**config.mk**
```make
export PLATFORM = sky130hd
export DESIGN_NAME = hang_detect_watchdog_top
export DESIGN_NICKNAME = d
export VERILOG_FILES = /design/src/design/hdw_pkg.sv /design/src/design/hang_detect_watchdog_top.sv
export SDC_FILE = /design/constraint.sdc
export NUM_CORES = 1
export LEC_CHECK = 0
export BUFFER_PORTS_ARGS = -buffer_cell sky130_fd_sc_hd__buf_2
export CELL_PAD_IN_SITES_DETAIL_PLACEMENT = 0
export CELL_PAD_IN_SITES_GLOBAL_PLACEMENT = 1
export CORE_MARGIN = 3
export CORE_UTILIZATION = 35
export CTS_CLUSTER_SIZE = 14
export DETAILED_ROUTE_END_ITERATION = 10
export PLACE_DENSITY_LB_ADDON = 0.1
export SETUP_SLACK_MARGIN = 0.02
export SLEW_MARGIN = 20
export SYNTH_ARGS = -nofsm -noshare
export SYNTH_HDL_FRONTEND = slang
export SYNTH_SLANG_ARGS = --single-unit
```
**constraint.sdc**
```tcl
create_clock -name clk -period 5.2 [get_ports clk]
set_input_delay 0 -clock clk [delete_from_list [all_inputs] [get_ports clk]]
set_output_delay 0 -clock clk [all_outputs]
set_load 0.005 [all_outputs]
```
**src/design/hdw_pkg.sv**
```systemverilog
// Shared constants for the hang detection watchdog.
`default_nettype none

package hdw_pkg;

	// Width of the wrapping millisecond time base.
	localparam int TIME_BITS = 32;
	localparam int TIMEOUT_BITS = 32;
	localparam int CFG_INDEX_BITS = 1;

	// Timeout value that disables a limit.
	localparam logic [TIMEOUT_BITS-1:0] NEVER_MS = '1;

	// Reset values of the configuration registers.
	localparam logic [TIMEOUT_BITS-1:0] HANG_TIMEOUT_RST = TIMEOUT_BITS'(128);
	localparam logic [TIMEOUT_BITS-1:0] PERMAHANG_TIMEOUT_RST = TIMEOUT_BITS'(8192);

	// Request kinds.
	localparam logic [1:0] REQ_ACTIVITY = 2'd0;
	localparam logic [1:0] REQ_WAIT = 2'd1;
	localparam logic [1:0] REQ_EXPIRY = 2'd2;

	// Report kinds.
	localparam logic [1:0] REPORT_NONE = 2'd0;
	localparam logic [1:0] REPORT_HANG_ENDED = 2'd1;
	localparam logic [1:0] REPORT_PERMAHANG = 2'd2;

	// Configuration register indexes.
	localparam logic [CFG_INDEX_BITS-1:0] CFG_HANG_TIMEOUT = 1'b0;
	localparam logic [CFG_INDEX_BITS-1:0] CFG_PERMAHANG_TIMEOUT = 1'b1;

endpackage

`default_nettype wire

```
**src/design/hang_detect_watchdog_top.sv**
```systemverilog
// Top level of the two-level hang detection watchdog.
//
// Usage: requests arrive on the in channel (in_valid / in_ready) with
// req_type (activity, wait, timer expiry) and the current time now_ms.
// Each request yields exactly one result on the out channel (out_valid /
// out_ready): report_kind, hang_length_ms, hang_began, timer_armed and
// timer_deadline_ms.
// A request lands in the input register when it is accepted and moves on
// into the result register, which drives out_valid. Throughput is one
// request per cycle while the receiver does not stall; the watchdog
// state is updated as a request moves from the input register into the
// result register, so the next request sees the updated state.
// When the receiver stalls, the result register holds its result and the
// input register holds one more request; in_ready drops only when both
// are full.
// The cfg channel writes hang_timeout_ms (index 0) and
// permahang_timeout_ms (index 1); it is always ready and must be used
// only while no request is in flight.
// Reset restores the timeouts to 128 ms and 8192 ms, marks the worker as
// waiting, disarms the timer and empties both registers.
`default_nettype none

module hang_detect_watchdog_top (
	input  wire logic                                  clk,
	input  wire logic                                  arst_n,
	input  wire logic                                  in_valid,
	output logic                                       in_ready,
	input  wire logic [1:0]                            req_type,
	input  wire logic [hdw_pkg::TIME_BITS-1:0]         now_ms,
	output logic                                       out_valid,
	input  wire logic                                  out_ready,
	output logic [1:0]                                 report_kind,
	output logic [hdw_pkg::TIME_BITS-1:0]              hang_length_ms,
	output logic                                       hang_began,
	output logic                                       timer_armed,
	output logic [hdw_pkg::TIME_BITS-1:0]              timer_deadline_ms,
	input  wire logic                                  cfg_valid,
	output logic                                       cfg_ready,
	input  wire logic [hdw_pkg::CFG_INDEX_BITS-1:0]    cfg_index,
	input  wire logic [hdw_pkg::TIMEOUT_BITS-1:0]      cfg_data
);

	localparam int TB = hdw_pkg::TIME_BITS;

	// Configuration registers.
	logic [hdw_pkg::TIMEOUT_BITS-1:0] hang_timeout_q;
	logic [hdw_pkg::TIMEOUT_BITS-1:0] permahang_timeout_q;

	// Watchdog state.
	logic          waiting_q;
	logic          hanging_q;
	logic          armed_q;
	logic [TB-1:0] last_activity_q;
	logic [TB-1:0] hang_start_q;
	logic [TB-1:0] expiry_q;

	// Input register.
	logic          valid_s1;
	logic [1:0]    req_type_s1;
	logic [TB-1:0] now_s1;

	// Next-state and result values.
	logic          waiting_d;
	logic          hanging_d;
	logic          armed_d;
	logic [TB-1:0] last_activity_d;
	logic [TB-1:0] hang_start_d;
	logic [TB-1:0] expiry_d;
	logic [1:0]    report_d;
	logic [TB-1:0] length_d;
	logic          began_d;

	logic          advance_s1;
	logic          hang_en;
	logic          perma_en;
	logic [TB-1:0] late_diff;
	logic          is_late;
	logic [TB-1:0] elapsed;

	// The input register moves on whenever the result register is free or drained.
	assign advance_s1 = !out_valid || out_ready;
	assign in_ready = !valid_s1 || advance_s1;
	assign cfg_ready = 1'b1;

	// Configuration writes.
	always_ff @(posedge clk or negedge arst_n) begin
		if (!arst_n) begin
			hang_timeout_q <= hdw_pkg::HANG_TIMEOUT_RST;
			permahang_timeout_q <= hdw_pkg::PERMAHANG_TIMEOUT_RST;
		end else if (cfg_valid && cfg_ready) begin
			case (cfg_index)
				hdw_pkg::CFG_HANG_TIMEOUT: hang_timeout_q <= cfg_data;
				hdw_pkg::CFG_PERMAHANG_TIMEOUT: permahang_timeout_q <= cfg_data;
				default: ;
			endcase
		end
	end

	// Input register control.
	always_ff @(posedge clk or negedge arst_n) begin
		if (!arst_n) begin
			valid_s1 <= 1'b0;
		end else if (in_ready) begin
			valid_s1 <= in_valid;
		end
	end

	// Input register payload.
	always_ff @(posedge clk) begin
		if (in_valid && in_ready) begin
			req_type_s1 <= req_type;
			now_s1 <= now_ms;
		end
	end

	// Timing terms: lateness against the deadline and time since last activity.
	assign hang_en = (hang_timeout_q != hdw_pkg::NEVER_MS);
	assign perma_en = (permahang_timeout_q != hdw_pkg::NEVER_MS);
	assign late_diff = now_s1 - expiry_q;
	assign is_late = !late_diff[TB-1] && hang_en &&
		(late_diff > TB'(hang_timeout_q >> 1));
	assign elapsed = now_s1 - last_activity_q;

	// Event handling for the request in the input register.
	always_comb begin
		waiting_d = waiting_q;
		hanging_d = hanging_q;
		armed_d = armed_q;
		last_activity_d = last_activity_q;
		hang_start_d = hang_start_q;
		expiry_d = expiry_q;
		report_d = hdw_pkg::REPORT_NONE;
		length_d = '0;
		began_d = 1'b0;
		case (req_type_s1)
			hdw_pkg::REQ_ACTIVITY: begin
				if (waiting_q) begin
					waiting_d = 1'b0;
				end else if (hanging_q) begin
					report_d = hdw_pkg::REPORT_HANG_ENDED;
					length_d = now_s1 - hang_start_q;
					hanging_d = 1'b0;
				end
				last_activity_d = now_s1;
				expiry_d = now_s1 + TB'(hang_timeout_q);
				armed_d = hang_en;
			end
			hdw_pkg::REQ_WAIT: begin
				if (!waiting_q) begin
					armed_d = 1'b0;
					last_activity_d = now_s1;
					if (hanging_q) begin
						report_d = hdw_pkg::REPORT_HANG_ENDED;
						length_d = now_s1 - hang_start_q;
						hanging_d = 1'b0;
					end
					waiting_d = 1'b1;
				end
			end
			hdw_pkg::REQ_EXPIRY: begin
				if (armed_q) begin
					armed_d = 1'b0;
					if (is_late) begin
						waiting_d = 1'b1;
						hanging_d = 1'b0;
					end else if (perma_en && (elapsed >= TB'(permahang_timeout_q))) begin
						waiting_d = 1'b1;
						hanging_d = 1'b0;
						report_d = hdw_pkg::REPORT_PERMAHANG;
						length_d = TB'(permahang_timeout_q);
					end else begin
						if (!hanging_q && hang_en && (elapsed >= TB'(hang_timeout_q))) begin
							hang_start_d = last_activity_q;
							hanging_d = 1'b1;
							began_d = 1'b1;
						end
						// now + (limit - elapsed) reduces to last activity + limit.
						if (perma_en) begin
							expiry_d = last_activity_q + TB'(permahang_timeout_q);
							armed_d = 1'b1;
						end
					end
				end
			end
			default: ;
		endcase
	end

	// Watchdog state commits as the request leaves the input register.
	always_ff @(posedge clk or negedge arst_n) begin
		if (!arst_n) begin
			waiting_q <= 1'b1;
			hanging_q <= 1'b0;
			armed_q <= 1'b0;
			last_activity_q <= '0;
			hang_start_q <= '0;
			expiry_q <= '0;
		end else if (valid_s1 && advance_s1) begin
			waiting_q <= waiting_d;
			hanging_q <= hanging_d;
			armed_q <= armed_d;
			last_activity_q <= last_activity_d;
			hang_start_q <= hang_start_d;
			expiry_q <= expiry_d;
		end
	end

	// Result register control.
	always_ff @(posedge clk or negedge arst_n) begin
		if (!arst_n) begin
			out_valid <= 1'b0;
		end else if (advance_s1) begin
			out_valid <= valid_s1;
		end
	end

	// Result register payload.
	always_ff @(posedge clk) begin
		if (valid_s1 && advance_s1) begin
			report_kind <= report_d;
			hang_length_ms <= length_d;
			hang_began <= began_d;
			timer_armed <= armed_d;
			timer_deadline_ms <= armed_d ? expiry_d : '0;
		end
	end

endmodule

`default_nettype wire

```
==> results by group, run 1 <==
Logic synthesis
  – Synth cell types: about 80
  – Synthesized instance count: ~2.3k
  – Cell Area, Synth: around 21000 um2
  – Sequential area share after synthesis: between 30% and 40%
  – Primary FF master, synth: dfrtp_1
  – #FFs+latches synth: 267
  – Number of synthesized flops with an enable pin: 102
  – Mapped Avg Cell Area: about 9.2 um2
  – Synth warn: 0
  – Async set-reset flop share out of synthesis: between 60% and 70%
  – Synthesized Nets: 2659

Status
  – Outcome: complete, but fails checks
  – Failing checks: setup timing

Placed design
  – Port bufs: roughly 140
  – GPL Wtd Cong: ~0.98
  – DP HPWL: between 60 and 70 mm
  – Worst slack, placed: -0.7808 ns

Critical path
  – WP data arrival: ~5.8 ns
  – Crit path capture type: register
  – Worst reg2reg setup slack: -0.23 ns
  – R2r startpoint: now_s1[0]
  – R2R depth: 26
  – Crit path required time: about 5.6 ns
  – Crit path max fanout: 8
  – FF-to-FF End: timer_deadline_ms[16]
  – Crit Path Category: register to register
  – CP startpoint kind: register

Drt
  – DRT antenna net count: 0
  – DRT iter0 DRCs: ~1.4k
  – DR WL/cell: about 24 um
  – DRC: 0
  – Drt via density: 5.619
  – Final wirelength: just under 90 mm
  – Pre-Repair DR Iteration Count: 5
  – Vias: between 20k and 25k

Floorplanning
  – Die height: about 250 um
  – # IOs: between 100 and 150
  – Core area: 59580 um2
  – Die Span X: roughly 250 um
  – Initial Util: 35.76%
  – Row Count: 89
  – Die area: 63870 um2

GRT
  – Antenna violations before repair: 2
  – Pin count of the biggest net entering global routing: 72
  – M1 GR Usage: a little over two fifths
  – Congestion Overflow GR: 0
  – First-pass GRT wire length: ~130 mm
  – GRT busiest layer: met1
  – Met3 GRT Util: 3.200%
  – Tot GR Track Use: between 20% and 30%
  – Met2 Use GR: about two fifths
  – Vias in the first global route: a little under 20k

Min path
  – HP Class: input port to register
  – Hold Startpoint: cfg_index
  – Hold Path End: hang_timeout_q[7]
  – Hold path cells: 5

Clock network
  – Max clock buf depth: 3
  – CTS tree: yes
  – Root Driver: clkbuf_16
  – TritonCTS buffer count: 37
  – H-tree levels: 2
  – Sink Count: 267
  – Clk_lat worst skew: around 0.57 ns
  – Clk slew on worst S/H paths: roughly 0.05 ns

STA
  – # setup viols final: roughly 130
  – Final hold violations: 0
  – Tmin final: roughly 5.4 ns
  – Worst Clk Skew: 0.02634 ns
  – Final worst setup slack: -0.2278 ns
  – Final Cycle Share: 104.4%
  – Worst-margin pin slew: 1.088 ns
  – Slew Viols, Final: 0
  – Fmax: ~180 MHz
  – RSZ-0062 raised after global routing: true
  – Rel. slew slack: a little over a quarter

Layout
  – Commonest non-fill, non-tap cell in the layout: buf_4
  – Layout cells sized above 1: 26.98%
  – Final nets: between 3k and 4k
  – Area Overhead vs Synth: 33.87%
  – Commonest non-fill, non-tap cells in the layout: 260 x buf_4, 249 x ha_1, 201 x inv_1, 162 x dfrtp_1, 156 x nand2_1

Pwr
  – PwrDens: between 500 and 600 nW/um2
  – Pleak: between 10 and 15 nW
  – Max VDD drop: 257.6 uV
  – Final Power: 16.60 mW

Run
  – Max Cap Violations: 0
## worst max-delay path, stage by stage, from the launching register on
cell and delay [ns]:
edfxtp_1 0.40, inv_2 0.10, ha_4 0.13, inv_2 0.04, fa_2 0.39, a21oi_2 0.18
o21ai_2 0.10, a311oi_2 0.26, buf_4 0.17, or3_4 0.12, nand4_1 0.22, a31oi_2 0.26
a21oi_2 0.10, nor4b_4 0.15, or3_4 0.41, ha_4 0.17, a211o_1 0.27, a2111oi_4 0.33
o21ai_1 0.11, o21a_2 0.26, o21a_4 0.17, nor4b_4 0.20, buf_4 0.16, o21ai_4 0.08
buf_12 0.15, buf_16 0.15, a32oi_2 0.16
## flip-flops by register name (all words and copies together), names as in the netlist, 2 cells and up
register,count
permahang_timeout_q,32
report_kind,2
req_type_s1,2
hang_length_ms,32
expiry_q,32
now_s1,32
last_activity_q,32
hang_timeout_q,32
hang_start_q,32
timer_deadline_ms,32
## cell usage after synthesis, drive strengths merged, types with 42 or more instances
| cell type | number | share of area (%) |
|---|---|---|
| ha | 255 | 15 |
| inv | 206 | 3.6 |
| o21ai | 186 | 4.4 |
| nand2 | 181 | 3.2 |
| a21oi | 165 | 3.9 |
| dfrtp | 162 | 19 |
| edfxtp | 102 | 14 |
| nor2 | 95 | 1.7 |
| a21o | 91 | 3.2 |
| xnor2 | 73 | 3.0 |
| mux2 | 68 | 3.6 |
| nor3 | 52 | 1.2 |
| a22oi | 51 | 1.8 |
| clkbuf | 50 | 0.88 |
| nand3 | 42 | 0.99 |
## routing by layer
layer,part of all wire [%],vias to the layer above,wire length [um]
li1,-,9635,-
met1,50,9995,43970
met2,41,612,35400
met3,5.9,106,5125
met4,3.2,0,2833
met5,0,-,0
## final cells by class
| cell class | instances | area (um2) |
|---|---|---|
| fillers | 5641 | 31050 |
| multi-input cells | 1785 | 14180 |
| flip-flops and latches | 267 | 7196 |
| repair buffers | 522 | 4192 |
| clock buffers | 46 | 989.7 |
| well taps | 773 | 967.2 |
| inverters | 206 | 775.7 |
| clock inverters | 21 | 219.0 |
| diodes | 1 | 2.502 |
## stage by stage
step / setup TNS (ns) / util (%) / area, um2 / cells / hold WS (ns)
2_1_floorplan: 0 / - / 21310 / 2327 / -0.2956
6_report: -17.61 / 47.88 / 28520 / 3621 / 0.1056
3_5_place_dp: -82.56 / 41.61 / 24790 / 3432 / -0.003661
3_3_place_gp: -73.30 / 41.61 / 24790 / 3432 / -0.01378
5_1_grt: -51.34 / 47.87 / 28520 / 3620 / 0.1255
4_1_cts: -25.63 / 46.81 / 27890 / 3606 / 0.07887
## how the worst max path moves through the flow
stage,start,to,slack [ns],depth (start not counted)
4_1_cts,now_s1[0],timer_deadline_ms[16],-0.29,29
5_1_grt,now_s1[0],timer_deadline_ms[15],-0.50,28
2_1_floorplan,now_s1[10],expiry_q[17],0.07,20
3_3_place_gp,now_s1[0],timer_deadline_ms[17],-0.71,24
3_5_place_dp,now_s1[0],timer_deadline_ms[7],-0.78,24
6_report,now_s1[0],timer_deadline_ms[16],-0.23,26
## power breakdown
part | switching [mW] | total (mW) | leakage, nW | internal [mW]
Clock | 1.06 | 2.61 | 0.594 | 1.55
Sequential | 0.439 | 3.15 | 2.91 | 2.71
Combinational | 5.99 | 10.8 | 9.54 | 4.85
Total | 7.48 | 16.6 | 13.0 | 9.12
## logic make-up after synthesis
kind of cell	after synthesis	share of synthesized area [%]
mux	103	5.238
simple gates	568	13.25
buf+inv	275	4.968
flops	267	33.77
xor+xnor	113	4.645
other cells	1	0.01760
compound gates	740	22.66
fa+ha+maj	260	15.44
## what timing repair did
action	4_1_cts	5_1_grt
hold buffers	72	0
endpoints found under the hold margin	145	0
cloned	9	0
setup buffers	27	23
pin swaps	43	84
endpoints found under the setup margin	134	134
gates resized for setup	200	133
Note: power is estimated with default switching activity, not from simulation.
==> run 2: changes to the inputs <==
--- a/config.mk
+++ b/config.mk
@@ -12,7 +12,7 @@
 export CORE_UTILIZATION = 35
 export CTS_CLUSTER_SIZE = 14
 export DETAILED_ROUTE_END_ITERATION = 10
-export PLACE_DENSITY_LB_ADDON = 0.1
+export PLACE_DENSITY = 0.67
 export SETUP_SLACK_MARGIN = 0.02
 export SLEW_MARGIN = 20
 export SYNTH_ARGS = -nofsm -noshare
==> run 2 against run 1 <==
Largest power group unchanged; setup slack lost 0.0043 ns; largest cell class unchanged; register-to-register slack is essentially flat; sequential power is essentially flat; the run ends with hold timing, setup timing left; global-route usage shrank 0.84 points; die area is the same; via count grew 1.8%; cell area grew 1.5%; worst hold slack lost 0.11 ns.
==> results by group, run 2 (synthesis gave the netlist of run 1 again) <==
GRT
  – First-pass GRT wire length: 125.6 mm (-1.6%)
  – Vias in the first global route: 20.26k (+2.2%)
  – Antenna violations before repair: 0 (-2)
  – Pin count of the biggest net entering global routing: 64 (-11%)
  – Congestion Overflow GR: 0 (unchanged)
  – Tot GR Track Use: 26.09% (-0.84 points)

Clock network
  – Clk slew on worst S/H paths: 0.06 ns (about the same)
  – CTS tree: yes
  – Max clock buf depth: 3 (unchanged)
  – TritonCTS buffer count: 36 (-2.7%)
  – Sink Count: 267 (unchanged)
  – H-tree levels: 2 (unchanged)
  – Root Driver: clkbuf_16
  – Clk_lat worst skew: 0.57 ns (about the same)

Critical path
  – Crit path max fanout: 6 (-2)
  – Slowest Stage Delay on Critical Path: 0.42 ns (about the same)
  – WP data arrival: 5.80 ns (about the same)
  – CP startpoint kind: register
  – FF-to-FF End: timer_deadline_ms[15]
  – Crit path capture type: register
  – WP depth: 29 (+12%)
  – Crit Path Category: register to register
  – R2r startpoint: now_s1[0]
  – R2R depth: 29 (+12%)
  – Crit path required time: 5.57 ns (about the same)
  – CP top delay family: compound AO/OA/AOI/OAI gates
  – CP bufs+invs: 8 (+2)
  – Slowest stage cell, crit path: or3_4
  – Worst reg2reg setup slack: -0.23 ns (about the same)

STA
  – # setup viols final: 118 (-5.6%)
  – Worst hold margin: -0.009115 ns (-0.1147 ns)
  – Worst-margin pin slew: 1.001 ns (-0.08651 ns)
  – Final setup TNS: -13.80 ns (+3.803 ns)
  – Rel. slew slack: 32.84% (+5.4 points)
  – RSZ-0062 raised after global routing: true
  – Tmin final: 5.432 ns (+0.004266 ns)
  – Worst Clk Skew: 0.02376 ns (-0.002579 ns)
  – Final Cycle Share: 104.5% (about the same)
  – Fmax: 184.1 MHz (about the same)
  – Final worst setup slack: -0.2320 ns (-0.004266 ns)
  – Final hold violations: 4 (+4)
  – Slew Viols, Final: 0 (unchanged)

Drt
  – DRT antenna net count: 0 (unchanged)
  – DRT iter0 DRCs: 1519 (+7.2%)
  – Final wirelength: 86.52 mm (-0.92%)
  – DR WL/cell: 23.78 um (-1.4%)
  – DRC: 0 (unchanged)
  – Pre-Repair DR Iteration Count: 6 (+1)
  – Drt via density: 5.695 (+1.3%)
  – Vias: 20.72k (+1.8%)

Layout
  – Final-layout fill cell count: 5463 (-3.2%)
  – Area Overhead vs Synth: 35.91%
  – Commonest non-fill, non-tap cell in the layout: buf_4
  – Finished Cell Area: 28960 um2 (+1.5%)
  – Commonest non-fill, non-tap cells in the layout: 268 x buf_4, 242 x ha_1, 202 x inv_1, 162 x dfrtp_1, 156 x nand2_1
  – Final nets: 3169 (+0.57%)
  – Layout cells sized above 1: 28.07% (+1.1 points)
  – Post-Layout Cell Count: 3638 (+0.47%)

Floorplanning
  – Die height: 252.7 um (unchanged)
  – Row Count: 89 (unchanged)
  – Core area: 59580 um2 (unchanged)
  – Initial Util: 35.76% (unchanged)
  – Die Span X: 252.7 um (unchanged)
  – # IOs: 143 (unchanged)
  – Die area: 63870 um2 (unchanged)

Min path
  – HP Class: input port to asynchronous set/reset pin

Placed design
  – DP HPWL: 65.50 mm (-2.8%)
  – Port bufs: 141 (unchanged)
  – GPL Wtd Cong: 0.9522 (-2.4%)
  – Dpl cell area: 24790 um2 (unchanged)
  – Cell total after placement: 3437 (+0.15%)

Pwr
  – PwrDens: 586.5 nW/um2 (+0.77%)
  – Max VDD drop: 235.3 uV (-8.6%)
  – Pleak: 13.18 nW (+1.1%)

Status
  – Outcome: complete, but fails checks
  – Failing checks: hold timing, setup timing

Run
  – Max Cap Violations: 0 (unchanged)
## run 2: changes by cell type in the layout (fill, tap and decap cells not counted), moves of 4 or more
cell	before	now
ha_1	249	242
buf_8	7	11
ha_4	5	10
buf_6	22	29
clkbuf_16	38	42
buf_4	260	268
a21oi_1	151	147
a22oi_1	36	29
clkinv_4	0	5
a22oi_2	15	22
nor3_2	8	3
## run 2: worst max path at each step
stage	end	start
final	timer_deadline_ms[15]	now_s1[0]
after global routing	timer_deadline_ms[15]	now_s1[0]
after CTS	hang_length_ms[7]	now_s1[0]
after detailed placement	timer_deadline_ms[21]	now_s1[0]
after global placement	timer_deadline_ms[29]	now_s1[0]
after floorplan	expiry_q[17]	now_s1[10]
## run 2: where the power goes
group	total, mW	switching (mW)	internal, mW
logic	11.3	6.07	5.19
clock network	2.55	1.05	1.51
registers	3.17	0.455	2.71
total	17.0	7.57	9.41
## run 2: final cells by class
type                    instances  area [um2]  area share [%]
repair buffers                541        4423           15.27
well taps                     773       967.2           3.340
diodes                          1       2.502        0.008642
flip-flops and latches        267        7196           24.85
clock buffers                  44       983.4           3.396
multi-input cells            1785       14400           49.72
inverters                     206       775.7           2.679
clock inverters                21       212.7          0.7345
## run 2: repair_timing
action                                 CTS  global route
endpoints found under the hold margin  158             0
resized for setup                      194           174
setup endpoints to repair              134           134
hold buffers                            70             0
pin swaps                               61           105
buffers inserted                        25            30
cloned                                   9             5
## run 2: per-layer routing
layer  track usage [%]  vias to the layer above  wire (um)  part of all wire, %
met1             38.98                    10200      41020                   47
met3             3.951                      131       5717                  6.6
met4             7.860                        0       2953                  3.4
met5                 0                        -          0                    0
met2             38.68                      715      36830                   43
li1                  -                     9672          -                    -
## run 2: through the flow
stage / hold WS, ns / power, mW / setup WS [ns] / utilization (%)
floorplan: -0.2956 / 8.693 / 0.07112 / -
global placement: 0.02283 / 12.21 / -0.8105 / 41.61
detailed placement: 0.03506 / 12.37 / -0.8556 / 41.61
CTS: 0.004776 / 16.09 / -0.2801 / 46.73
global route: 0.06061 / 18.10 / -0.4353 / 48.60
finish: -0.009115 / 16.98 / -0.2320 / 48.61
